## src/rtl/cube_sphere_vertex_generator_unit_defines.svh

```systemverilog
// Assertion macros shared by the cube-sphere vertex generator RTL.
// No dependencies; included by the modules that carry assertions.
`ifndef CUBE_SPHERE_VERTEX_GENERATOR_UNIT_DEFINES_SVH
`define CUBE_SPHERE_VERTEX_GENERATOR_UNIT_DEFINES_SVH

// A condition that must hold at every rising clock edge outside reset.
`define CSV_ASSERT_ALWAYS(lbl, clk, rst_n, cond, msg) \
    lbl: assert property (@(posedge clk) disable iff (!rst_n) (cond)) else $error(msg);

// A consequence that must hold in the same cycle as its antecedent.
`define CSV_ASSERT_IMPLIES(lbl, clk, rst_n, ante, cons, msg) \
    lbl: assert property (@(posedge clk) disable iff (!rst_n) (ante) |-> (cons)) else $error(msg);

`endif

```

## src/rtl/csv_fifo.sv

```systemverilog
// Small register-based queue between the front and back ends.
// Depends on the assertion macros header.
`include "cube_sphere_vertex_generator_unit_defines.svh"

module csv_fifo #(
    parameter type T     = logic,
    parameter int  DEPTH = 4
) (
    input  logic clk,
    input  logic rst_n,
    input  logic push,
    input  T     push_data,
    output logic full,
    input  logic pop,
    output T     pop_data,
    output logic empty
);
    localparam int PTR_W = (DEPTH > 1) ? $clog2(DEPTH) : 1;
    localparam int CNT_W = $clog2(DEPTH + 1);

    T                 mem_reg [DEPTH];
    logic [PTR_W-1:0] wr_ptr_reg, rd_ptr_reg;
    logic [CNT_W-1:0] count_reg;

    assign full     = (count_reg == CNT_W'(DEPTH));
    assign empty    = (count_reg == '0);
    assign pop_data = mem_reg[rd_ptr_reg];

    // Storage is written without reset.
    always_ff @(posedge clk)
    begin
        if (push)
            mem_reg[wr_ptr_reg] <= push_data;
    end

    // Pointers wrap at the depth; the count tracks occupancy.
    always_ff @(posedge clk or negedge rst_n)
    begin
        if (!rst_n)
        begin
            wr_ptr_reg <= '0;
            rd_ptr_reg <= '0;
            count_reg  <= '0;
        end
        else
        begin
            if (push)
                wr_ptr_reg <= (wr_ptr_reg == PTR_W'(DEPTH - 1)) ? '0 : wr_ptr_reg + 1'b1;
            if (pop)
                rd_ptr_reg <= (rd_ptr_reg == PTR_W'(DEPTH - 1)) ? '0 : rd_ptr_reg + 1'b1;
            if (push && !pop)
                count_reg <= count_reg + 1'b1;
            else if (pop && !push)
                count_reg <= count_reg - 1'b1;
        end
    end

    `CSV_ASSERT_IMPLIES(a_no_overflow, clk, rst_n, push, !full || pop, "push into a full queue")
    `CSV_ASSERT_IMPLIES(a_no_underflow, clk, rst_n, pop, !empty, "pop from an empty queue")
endmodule

```

## config.mk

```make
export PLATFORM = sky130hd
export DESIGN_NAME = csv_fifo
export DESIGN_NICKNAME = d
export VERILOG_FILES = /design/src/rtl/csv_fifo.sv
export VERILOG_INCLUDE_DIRS = /design/src /design/src/rtl
export SDC_FILE = /design/constraint.sdc
export NUM_CORES = 1
export LEC_CHECK = 0
export ABC_AREA = 1
export ABC_CLOCK_PERIOD_IN_PS = 1500
export BUFFER_PORTS_ARGS = -buffer_cell sky130_fd_sc_hd__buf_2
export CAP_MARGIN = 20
export CELL_PAD_IN_SITES_DETAIL_PLACEMENT = 1
export CELL_PAD_IN_SITES_GLOBAL_PLACEMENT = 2
export CORE_MARGIN = 5
export CORE_UTILIZATION = 35
export CTS_BUF_LIST = sky130_fd_sc_hd__clkbuf_4
export CTS_CLUSTER_DIAMETER = 60
export DETAILED_ROUTE_END_ITERATION = 12
export PLACE_DENSITY = 0.83
export SYNTH_ARGS = -nofsm -noshare
export SYNTH_HDL_FRONTEND = slang
export SYNTH_SLANG_ARGS = --single-unit
```

## constraint.sdc

```tcl
create_clock -name clk -period 1.5 [get_ports clk]
set_clock_uncertainty 0.1 [all_clocks]
set_input_delay 0.3 -clock clk [delete_from_list [all_inputs] [get_ports clk]]
set_output_delay 0.3 -clock clk [all_outputs]
set_load 0.03 [all_outputs]
```

==> insert_results.sql, run 1 <==
INSERT INTO impl_metrics (metric_group, metric, value, unit) VALUES
('placed_design', 'place.gp.congestion', '0.717', ''),
('die', 'fp.dieArea', '2590', 'µm²'),
('synthesis', 'synth.net_count', '75', ''),
('timing', 'hold_viol', '0', ''),
('placed_design', 'detailed_place_hpwl', '840', 'µm'),
('job', 'maxCapViolCount', '0', ''),
('worst_setup_path', 'critical_path.reg2reg.startpoint', 'count_reg[0]', ''),
('timing', 'rsz0062_at_grt', 'yes', ''),
('synthesis', 'synth_top_cells_by_area', 'sky130_fd_sc_hd__dfrtp_1 (30%), sky130_fd_sc_hd__edfxtp_1 (21%), sky130_fd_sc_hd__ha_1 (13%)', ''),
('min_path', 'min_delay_path_depth', '1', ''),
('worst_setup_path', 'timing.reg2reg.setup_slack', '0.13', 'ns'),
('detailed_routing', 'dr_total_vias', '455', ''),
('status', 'outcome', 'complete, no violations', ''),
('synthesis', 'yosysSeqAreaShare', '0.505', ''),
('detailed_routing', 'wl_per_cell', '11.0', 'µm'),
('timing', 'timing_worst_slew_pin_value', '0.215', 'ns'),
('timing', 'setup_viol', '0', ''),
('clock_tree', 'worstSkewPairLatency', '0.26', 'ns'),
('synthesis', 'yosysTopAreaCell', 'sky130_fd_sc_hd__dfrtp_1', ''),
('placed_design', 'port_buffers', '7', ''),
('final_layout', 'layout_commonest_cell', 'sky130_fd_sc_hd__nand2_1', ''),
('clock_tree', 'cts_bufs_inserted', '3', ''),
('worst_setup_path', 'worst-r2r-cell-count', '5', ''),
('pwr', 'static-leakage-power', '0.416', 'nW'),
('pwr', 'fin_total_pwr', '1.38', 'mW'),
('clock_tree', 'clock_tree.htree_level_count', '1', ''),
('worst_setup_path', 'worst_setup_path_end_kind', 'output port', ''),
('timing', 'max_freq', '0.667', 'GHz'),
('synthesis', 'synth.lib_cells_used.distinct', '15', ''),
('worst_setup_path', 'critical_path.max_fanout', '5', ''),
('detailed_routing', 'drc_markers', '0', ''),
('min_path', 'timing.hold.worst.class', 'input port to flip-flop', ''),
('detailed_routing', 'drtPass1Iterations', '2', ''),
('pwr', 'vdd_drop_max', '869', 'µV'),
('worst_setup_path', 'crit-reg2reg-capture', 'count_reg[2]', ''),
('worst_setup_path', 'crit_path_launch_type', 'flip-flop', ''),
('global_route', 'global_route.overflow_total', '0', ''),
('synthesis', 'syn-mean-instance-area', '9.27', 'µm²'),
('min_path', 'holdPathEnd', 'mem_reg[0]', ''),
('final_layout', 'drive_gt1_frac', '0.301', ''),
('synthesis', 'yosysWarnings', '0', ''),
('timing', 'timing.final.max_slew_violations', '0', ''),
('detailed_routing', 'detail_route.wirelength', '1090', 'µm'),
('timing', 'period_minus_slack', '1.50', 'ns'),
('clock_tree', 'cts_tree', 'done', ''),
('clock_tree', 'clk_pin_slew_worst_paths', '0.06', 'ns'),
('global_route', 'grt_antenna_before_repair', '0', ''),
('global_route', 'grt_util_all_layers', '0.102', ''),
('final_layout', 'most-common-layout-cells', 'sky130_fd_sc_hd__nand2_1 (17), sky130_fd_sc_hd__inv_1 (13), sky130_fd_sc_hd__buf_4 (10)', ''),
('final_layout', 'nets', '96', ''),
('final_layout', 'final.fill_count', '194', ''),
('die', 'fp.dieH', '50.9', 'µm'),
('timing', 'totalNegativeSetupSlack', '0', 'ns'),
('synthesis', 'syn_area', '584', 'µm²'),
('detailed_routing', 'route.antenna.remaining_nets', '0', ''),
('die', 'design.core.area', '1540', 'µm²'),
('clock_tree', 'clock-sinks', '11', ''),
('final_layout', 'diodes', '0', ''),
('die', 'die_width', '50.9', 'µm'),
('clock_tree', 'cts-root-to-sink-buffers', '2', ''),
('worst_setup_path', 'crit_arrival', '1.10', 'ns'),
('synthesis', 'synth_largest_type_area_fraction', '0.300', ''),
('final_layout', 'area_growth', '30.6', '%'),
('timing', 'timing.slew.headroom', '0.855', ''),
('timing', 'finalHoldWorstSlack', '0.166', 'ns'),
('global_route', 'pin_count_of_the_biggest_net_entering_global_routing', '9', ''),
('detailed_routing', 'dr.first_iter.drc_count', '1', ''),
('worst_setup_path', 'worst-endpoint-required', '1.10', 'ns'),
('die', 'top_level_ports', '8', ''),
('synthesis', 'post_synth_inst_count', '63', ''),
('global_route', 'via_count_of_the_first_global_routing_pass', '477', '');
where the power goes:
part / switching [mW] / internal (mW) / total (mW)
sequential: 0.116 / 0.432 / 0.547
combinational: 0.335 / 0.289 / 0.624
clock: 0.0910 / 0.120 / 0.211
logic make-up (layout without fill, tap and decap cells):
kind of cell	after synthesis	after routing	synth area share
AOI/OAI and AO/OA	7	7	0.0685
xor gates and xnor gates	1	1	0.0150
DFF	11	11	0.505
buffers and inverters	15	35	0.0964
and+or+nand+nor	22	22	0.152
adders and majority gates	7	7	0.163
worst max-delay path by stage:
stage,depth (start not counted),endpoint
after floorplan,1,empty
after global placement,9,count_reg[2]
after detailed placement,9,count_reg[2]
after CTS,5,pop_data
after global routing,5,pop_data
final,5,pop_data
final cells by class:
| type | count | area (µm²) | area share |
|---|---|---|---|
| sequential | 11 | 298 | 0.390 |
| multi-input combinational | 37 | 243 | 0.318 |
| timing repair buffer | 16 | 116 | 0.152 |
| inverter | 15 | 56.3 | 0.0738 |
| clock buffer | 4 | 30.0 | 0.0393 |
| tap | 16 | 20.0 | 0.0262 |
what timing repair did:
action | CTS | global route
gates resized for setup | 5 | 5
buffers inserted | 3 | 1
pin swaps | 1 | 2
endpoints found under the hold margin | 7 | 0
hold buffers | 1 | 0
endpoints found under the setup margin | 3 | 3
stage by stage:
step,setup WS [ns],instance area [µm²],cells
6_report,0.00171,763,99
5_1_grt,-0.112,763,99
4_1_cts,-0.0119,743,98
3_5_place_dp,-0.0637,669,90
3_3_place_gp,-0.0305,669,90
2_1_floorplan,-0.0298,584,63
routing by layer:
| metal | part of all wire | global-route usage | vias to the layer above |
|---|---|---|---|
| met5 | 0 | 0 | - |
| met4 | 0.0055 | 0.0255 | 0 |
| met3 | 0.044 | 0.0378 | 2 |
| met2 | 0.49 | 0.165 | 5 |
| met1 | 0.46 | 0.128 | 210 |
| li1 | - | - | 238 |
critical path, cell delays in order (launching register included):
cell and delay (ns):
sky130_fd_sc_hd__dfrtp_1 0.40, sky130_fd_sc_hd__inv_2 0.09, sky130_fd_sc_hd__nand2_1 0.06, sky130_fd_sc_hd__o211ai_1 0.07, sky130_fd_sc_hd__nand2_1 0.09, sky130_fd_sc_hd__buf_6 0.14
synthesized netlist by cell type, drive strengths merged:
library cell	number
fa	1
dfrtp	7
o21ai	4
xnor2	1
o211ai	2
nor3	2
nand3	1
inv	15
nor2	1
nand2	17
nand4	1
ha	6
a21oi	1
edfxtp	4
(Power assumes the default switching activity.)
==> run 2: changes to the inputs <==
- PLACE_DENSITY: 0.83 -> unset
- PLACE_DENSITY_LB_ADDON: unset -> 0.1
- RECOVER_POWER: unset -> 100
==> run 2 against run 1 <==
Effect of this change:
- cell count shrank 1.0%
- die area is the same
- sequential cell count is the same
- combinational power grew 1%
- largest cell class unchanged
- sequential power shrank 2%
- highest routed layer is now met3
- via count grew 1.5%
- clock power grew 2%
- utilization shrank 0.49 points
==> insert_results.sql, run 2 (synthesis gave the netlist of run 1 again) <==
INSERT INTO impl_metrics (metric_group, metric, value, unit) VALUES
('status', 'outcome', 'complete, no violations', ''),
('die', 'top_level_ports', '8', ''),
('detailed_routing', 'drt-vias-per-instance', '4.71', ''),
('clock_tree', 'cts_bufs_inserted', '3', ''),
('final_layout', 'diodes', '0', ''),
('placed_design', 'place.detailed.instances', '89', ''),
('final_layout', 'ff_latch_area', '297', 'µm²'),
('clock_tree', 'root_buffer', 'sky130_fd_sc_hd__clkbuf_4', ''),
('timing', 'finalHoldWorstSlack', '0.183', 'ns'),
('timing', 'max_freq', '0.667', 'GHz'),
('min_path', 'min_delay_path_depth', '2', ''),
('clock_tree', 'clock-sinks', '11', ''),
('worst_setup_path', 'critical_path.reg2reg.startpoint', 'count_reg[0]', ''),
('timing', 'timing.slew.headroom', '0.728', ''),
('final_layout', 'finalNonFillerCells', '98', ''),
('pwr', 'fin_total_pwr', '1.38', 'mW'),
('job', 'maxCapViolCount', '0', ''),
('clock_tree', 'cts-root-to-sink-buffers', '2', ''),
('worst_setup_path', 'critical_path_buf_inv_count', '2', ''),
('detailed_routing', 'drtPass1Iterations', '4', ''),
('timing', 'setup_viol', '0', ''),
('min_path', 'timing.hold.worst.class', 'input port to flip-flop', ''),
('worst_setup_path', 'worst_setup_path_end_kind', 'output port', ''),
('worst_setup_path', 'timing.critical_path.cells', 'inv_2 -> nand2_2 -> o211ai_1 -> nand2_1 -> buf_6', ''),
('detailed_routing', 'dr.first_iter.drc_count', '3', ''),
('timing', 'period_minus_slack', '1.50', 'ns'),
('timing', 'rsz0062_at_grt', 'yes', ''),
('final_layout', 'final.fill_count', '187', ''),
('worst_setup_path', 'critical_path.max_fanout', '5', ''),
('worst_setup_path', 'timing.reg2reg.setup_slack', '0.08', 'ns'),
('clock_tree', 'clock_tree.htree_level_count', '1', ''),
('worst_setup_path', 'worst_path_largest_cell_delay', '0.39', 'ns'),
('final_layout', 'area_growth', '29.3', '%'),
('die', 'die_width', '50.9', 'µm'),
('die', 'start_util', '0.379', ''),
('worst_setup_path', 'crit_slowest_cell', 'sky130_fd_sc_hd__dfrtp_1', ''),
('global_route', 'via_count_of_the_first_global_routing_pass', '449', ''),
('final_layout', 'area_occupied_by_multi_input_gates', '250', 'µm²'),
('detailed_routing', 'drc_markers', '0', ''),
('detailed_routing', 'dr_total_vias', '462', ''),
('placed_design', 'place.gp.congestion', '0.759', ''),
('global_route', 'grt_util_all_layers', '0.0981', ''),
('global_route', 'first_pass_grt_wire_length', '1940', 'µm'),
('worst_setup_path', 'worst-r2r-cell-count', '6', ''),
('detailed_routing', 'wl_per_cell', '11.1', 'µm'),
('final_layout', 'drive_gt1_frac', '0.268', ''),
('final_layout', 'layout_commonest_cell', 'sky130_fd_sc_hd__nand2_1', ''),
('timing', 'timing.final.max_slew_violations', '0', ''),
('worst_setup_path', 'crit_arrival', '1.10', 'ns'),
('global_route', 'pin_count_of_the_biggest_net_entering_global_routing', '9', ''),
('timing', 'timing_worst_slew_pin_value', '0.409', 'ns'),
('clock_tree', 'cts_tree', 'done', ''),
('worst_setup_path', 'worst-endpoint-required', '1.10', 'ns'),
('timing', 'hold_viol', '0', ''),
('final_layout', 'largest_register_ff_count', '4', ''),
('final_layout', 'most-common-layout-cells', 'sky130_fd_sc_hd__nand2_1 (15), sky130_fd_sc_hd__inv_1 (14), sky130_fd_sc_hd__buf_4 (8)', ''),
('final_layout', 'postLayoutCoreUtil', '0.490', ''),
('placed_design', 'port_buffers', '7', ''),
('min_path', 'timing.hold.worst.start', 'pop', ''),
('placed_design', 'detailed_place_hpwl', '897', 'µm'),
('clock_tree', 'worstSkewPairLatency', '0.26', 'ns'),
('clock_tree', 'clk_pin_slew_worst_paths', '0.07', 'ns'),
('pwr', 'static-leakage-power', '0.404', 'nW'),
('worst_setup_path', 'worst_path_dominant_cell_family', 'flip-flops', ''),
('pwr', 'vdd_drop_max', '877', 'µV'),
('die', 'fp.dieH', '50.9', 'µm'),
('detailed_routing', 'detail_route.wirelength', '1090', 'µm'),
('detailed_routing', 'route.antenna.remaining_nets', '0', ''),
('final_layout', 'nets', '95', ''),
('timing', 'final_min_period_over_clock_period', '0.999', ''),
('pwr', 'power_density', '1830', 'nW/µm²'),
('global_route', 'grt_antenna_before_repair', '0', ''),
('die', 'num_rows', '14', ''),
('die', 'fp.dieArea', '2590', 'µm²'),
('worst_setup_path', 'worstSetupPathType', 'flip-flop to output port', ''),
('global_route', 'global_route.overflow_total', '0', ''),
('min_path', 'holdPathEnd', 'rd_ptr_reg[0]', ''),
('worst_setup_path', 'crit_path_launch_type', 'flip-flop', ''),
('worst_setup_path', 'crit-reg2reg-capture', 'count_reg[2]', ''),
('die', 'design.core.area', '1540', 'µm²');
[run 2: cell count changes in the layout (fill, tap and decap cells not counted), sizes merged]
cell | before | now
clkbuf | 4 | 7
buf | 15 | 11
[run 2: worst reg2reg max path, delay by kind of cell (launching register included)]
kind,cells,cell delay [ns]
adders and majority gates,1,0.39
buffers and inverters,1,0.15
DFF,1,0.42
and+or+nand+nor,4,0.26
[run 2: what timing repair did]
action	4_1_cts	5_1_grt
gates resized for setup	5	6
hold endpoints to repair	7	0
pin swaps	0	2
setup buffers	2	2
hold buffers	1	0
gates cloned	0	0
endpoints found under the setup margin	3	4
[run 2: stage by stage]
| stage | setup WS [ns] | cell area [µm²] | TNS, ns |
|---|---|---|---|
| CTS | -0.0108 | 728 | -0.0108 |
| detailed placement | -0.0640 | 662 | -0.0920 |
| finish | 0.00184 | 756 | 0 |
| global route | -0.0961 | 756 | -0.118 |
| floorplan | -0.0298 | 584 | -0.0596 |
| global placement | -0.0282 | 662 | -0.0354 |
[run 2: where the power goes]
| part | switching [mW] | leakage (nW) | internal, mW |
|---|---|---|---|
| clock network | 0.0947 | 0.0184 | 0.121 |
| registers | 0.105 | 0.120 | 0.429 |
| logic | 0.348 | 0.265 | 0.283 |
[run 2: worst max path at each step]
stage,start,to,slack [ns],cells after the start
final,rd_ptr_reg[0],pop_data,0.002,5
after global routing,rd_ptr_reg[0],pop_data,-0.1,5
after global placement,pop,count_reg[2],-0.03,9
after CTS,rd_ptr_reg[0],pop_data,-0.01,5
after detailed placement,pop,count_reg[2],-0.06,9
after floorplan,count_reg[0],empty,-0.03,1
[run 2: area by class of cell]
class | instances | area share
clock buffer | 4 | 0.0397
sequential | 11 | 0.392
tap | 16 | 0.0265
inverter | 15 | 0.0745
timing repair buffer | 15 | 0.136
multi-input combinational | 37 | 0.331
[run 2: routing by layer]
layer,GRT usage,routed length (µm)
met5,0,0
met4,0.0383,0
met3,0.0291,43
met2,0.167,581
met1,0.115,463
==> run 3: changes to the inputs <==
- BUFFER_PORTS_ARGS: -buffer_cell sky130_fd_sc_hd__buf_2 -> unset
- CORE_UTILIZATION: 35 -> 38
- DONT_BUFFER_PORTS: unset -> 1
==> run 3 against run 2 <==
Effect of this change:
- fmax rose by 2.6%
- highest routed layer is now met4
- critical endpoint is now empty
- die area fell by 6.4%
- sequential cell count did not move
- worst hold slack got worse by 0.16 ns
- setup slack improved by 0.038 ns
- largest power group unchanged
- routed wire length fell by 12%
- sequential power fell by 1%
- cell area fell by 8.3%
==> insert_results.sql, run 3 (synthesis gave the netlist of run 1 again) <==
INSERT INTO impl_metrics (metric_group, metric, value, unit) VALUES
('timing', 'setup_ws', '0.0398', 'ns'),
('final_layout', 'area_growth', '18.6', '%'),
('detailed_routing', 'dr.first_iter.drc_count', '3', ''),
('final_layout', 'layout_commonest_cell', 'sky130_fd_sc_hd__nand2_1', ''),
('timing', 'timing.final.max_slew_violations', '0', ''),
('pwr', 'vdd_drop_max', '811', 'µV'),
('global_route', 'global_route.overflow_total', '0', ''),
('timing', 'hold_viol', '0', ''),
('global_route', 'grt_util_all_layers', '0.0910', ''),
('pwr', 'power_density', '1870', 'nW/µm²'),
('final_layout', 'nets', '86', ''),
('die', 'fp.dieArea', '2420', 'µm²'),
('global_route', 'pin_count_of_the_biggest_net_entering_global_routing', '10', ''),
('timing', 'timing.slew.headroom', '0.781', ''),
('worst_setup_path', 'worst_setup_path_end_kind', 'output port', ''),
('die', 'num_rows', '14', ''),
('detailed_routing', 'route.antenna.remaining_nets', '0', ''),
('timing', 'final_min_period_over_clock_period', '0.973', ''),
('placed_design', 'port_buffers', '0', ''),
('clock_tree', 'clock-sinks', '11', ''),
('timing', 'period_minus_slack', '1.46', 'ns'),
('detailed_routing', 'dr_total_vias', '423', ''),
('worst_setup_path', 'worst-endpoint-required', '1.10', 'ns'),
('timing', 'timing_worst_slew_pin_value', '0.328', 'ns'),
('global_route', 'via_count_of_the_first_global_routing_pass', '376', ''),
('final_layout', 'drive_gt1_frac', '0.192', ''),
('detailed_routing', 'drc_markers', '0', ''),
('global_route', 'grt_antenna_before_repair', '0', ''),
('die', 'fp.dieH', '49.2', 'µm'),
('status', 'outcome', 'complete, no violations', ''),
('clock_tree', 'cts_tree', 'done', ''),
('clock_tree', 'worstSkewPairLatency', '0.26', 'ns'),
('clock_tree', 'clk_pin_slew_worst_paths', '0.06', 'ns'),
('final_layout', 'most-common-layout-cells', 'sky130_fd_sc_hd__nand2_1 (16), sky130_fd_sc_hd__inv_1 (14), sky130_fd_sc_hd__ha_1 (6), sky130_fd_sc_hd__dfrtp_1 (6), sky130_fd_sc_hd__clkbuf_4 (5)', ''),
('detailed_routing', 'detail_route.wirelength', '953', 'µm'),
('detailed_routing', 'drtPass1Iterations', '2', ''),
('placed_design', 'detailed_place_hpwl', '761', 'µm'),
('worst_setup_path', 'crit_path_launch_type', 'flip-flop', ''),
('worst_setup_path', 'critical_path.max_fanout', '4', ''),
('min_path', 'timing.hold.worst.class', 'input port to flip-flop', ''),
('pwr', 'static-leakage-power', '0.370', 'nW'),
('detailed_routing', 'drt-vias-per-instance', '4.75', ''),
('clock_tree', 'cts_bufs_inserted', '3', ''),
('timing', 'finalHoldWorstSlack', '0.0189', 'ns'),
('worst_setup_path', 'timing.reg2reg.setup_slack', '0.07', 'ns'),
('die', 'top_level_ports', '8', ''),
('timing', 'setup_viol', '0', ''),
('global_route', 'first_pass_grt_wire_length', '1610', 'µm'),
('timing', 'rsz0062_at_grt', 'yes', ''),
('die', 'design.core.area', '1490', 'µm²'),
('worst_setup_path', 'worstSetupPathType', 'flip-flop to output port', ''),
('clock_tree', 'root_buffer', 'sky130_fd_sc_hd__clkbuf_4', ''),
('die', 'die_width', '49.2', 'µm'),
('detailed_routing', 'wl_per_cell', '10.7', 'µm'),
('die', 'start_util', '0.392', ''),
('final_layout', 'diodes', '0', ''),
('final_layout', 'largest_register_ff_count', '4', ''),
('timing', 'max_freq', '0.685', 'GHz'),
('placed_design', 'place.gp.congestion', '0.627', ''),
('timing', 'totalNegativeSetupSlack', '0', 'ns'),
('worst_setup_path', 'crit_arrival', '1.06', 'ns'),
('clock_tree', 'clock_tree.htree_level_count', '1', ''),
('job', 'maxCapViolCount', '0', ''),
('placed_design', 'dp_slack', '0.0530', 'ns'),
('clock_tree', 'cts-root-to-sink-buffers', '2', '');
run 3: final cells by class:
cell class                      instances  area, µm²
Fill cell                             176        796
Sequential cell                        11        297
Multi-Input combinational cell         37        243
Inverter                               15       56.3
Timing Repair Buffer                    6       47.5
Clock buffer                            4       30.0
Tap cell                               16       20.0
run 3: timing repair:
item                       4_1_cts  5_1_grt
setup endpoints to repair        3        4
pin swaps                        1        2
buffers inserted                 2        1
hold buffers                     1        0
hold endpoints to repair         7        0
gates resized for setup          2        3
run 3: critical path: stages (launching register included):
cell	delay [ns]
sky130_fd_sc_hd__dfrtp_1	0.41
sky130_fd_sc_hd__nor3_1	0.20
sky130_fd_sc_hd__buf_4	0.19
run 3: final timing paths:
path                                   start       endpoint  cells after the start
max in group asynchronous              rst_n   count_reg[1]                      1
min in group asynchronous              rst_n  rd_ptr_reg[1]                      1
worst max register to register  count_reg[0]   count_reg[2]                      6
worst max-delay path            count_reg[0]          empty                      2
worst min-delay path                     pop  rd_ptr_reg[0]                      1
worst min register to register  count_reg[2]   count_reg[2]                      2
run 3: stage by stage:
step	instances	power, mW	instance area [µm²]	utilization
floorplan	63	0.889	584	-
global placement	81	1.01	619	0.416
detailed placement	81	1.01	619	0.416
CTS	88	1.29	677	0.455
global route	89	1.44	693	0.466
finish	89	1.30	693	0.466
run 3: per-layer routing:
metal,part of all wire,GRT usage
met5,0,0
met3,0.075,0.0581
met2,0.46,0.127
met1,0.44,0.0971
met4,0.028,0.0673
run 3: power by group:
group | total, mW | internal (mW) | switching [mW]
Combinational | 0.562 | 0.238 | 0.324
Clock | 0.211 | 0.121 | 0.0901
Sequential | 0.526 | 0.429 | 0.0970
Total | 1.30 | 0.788 | 0.511
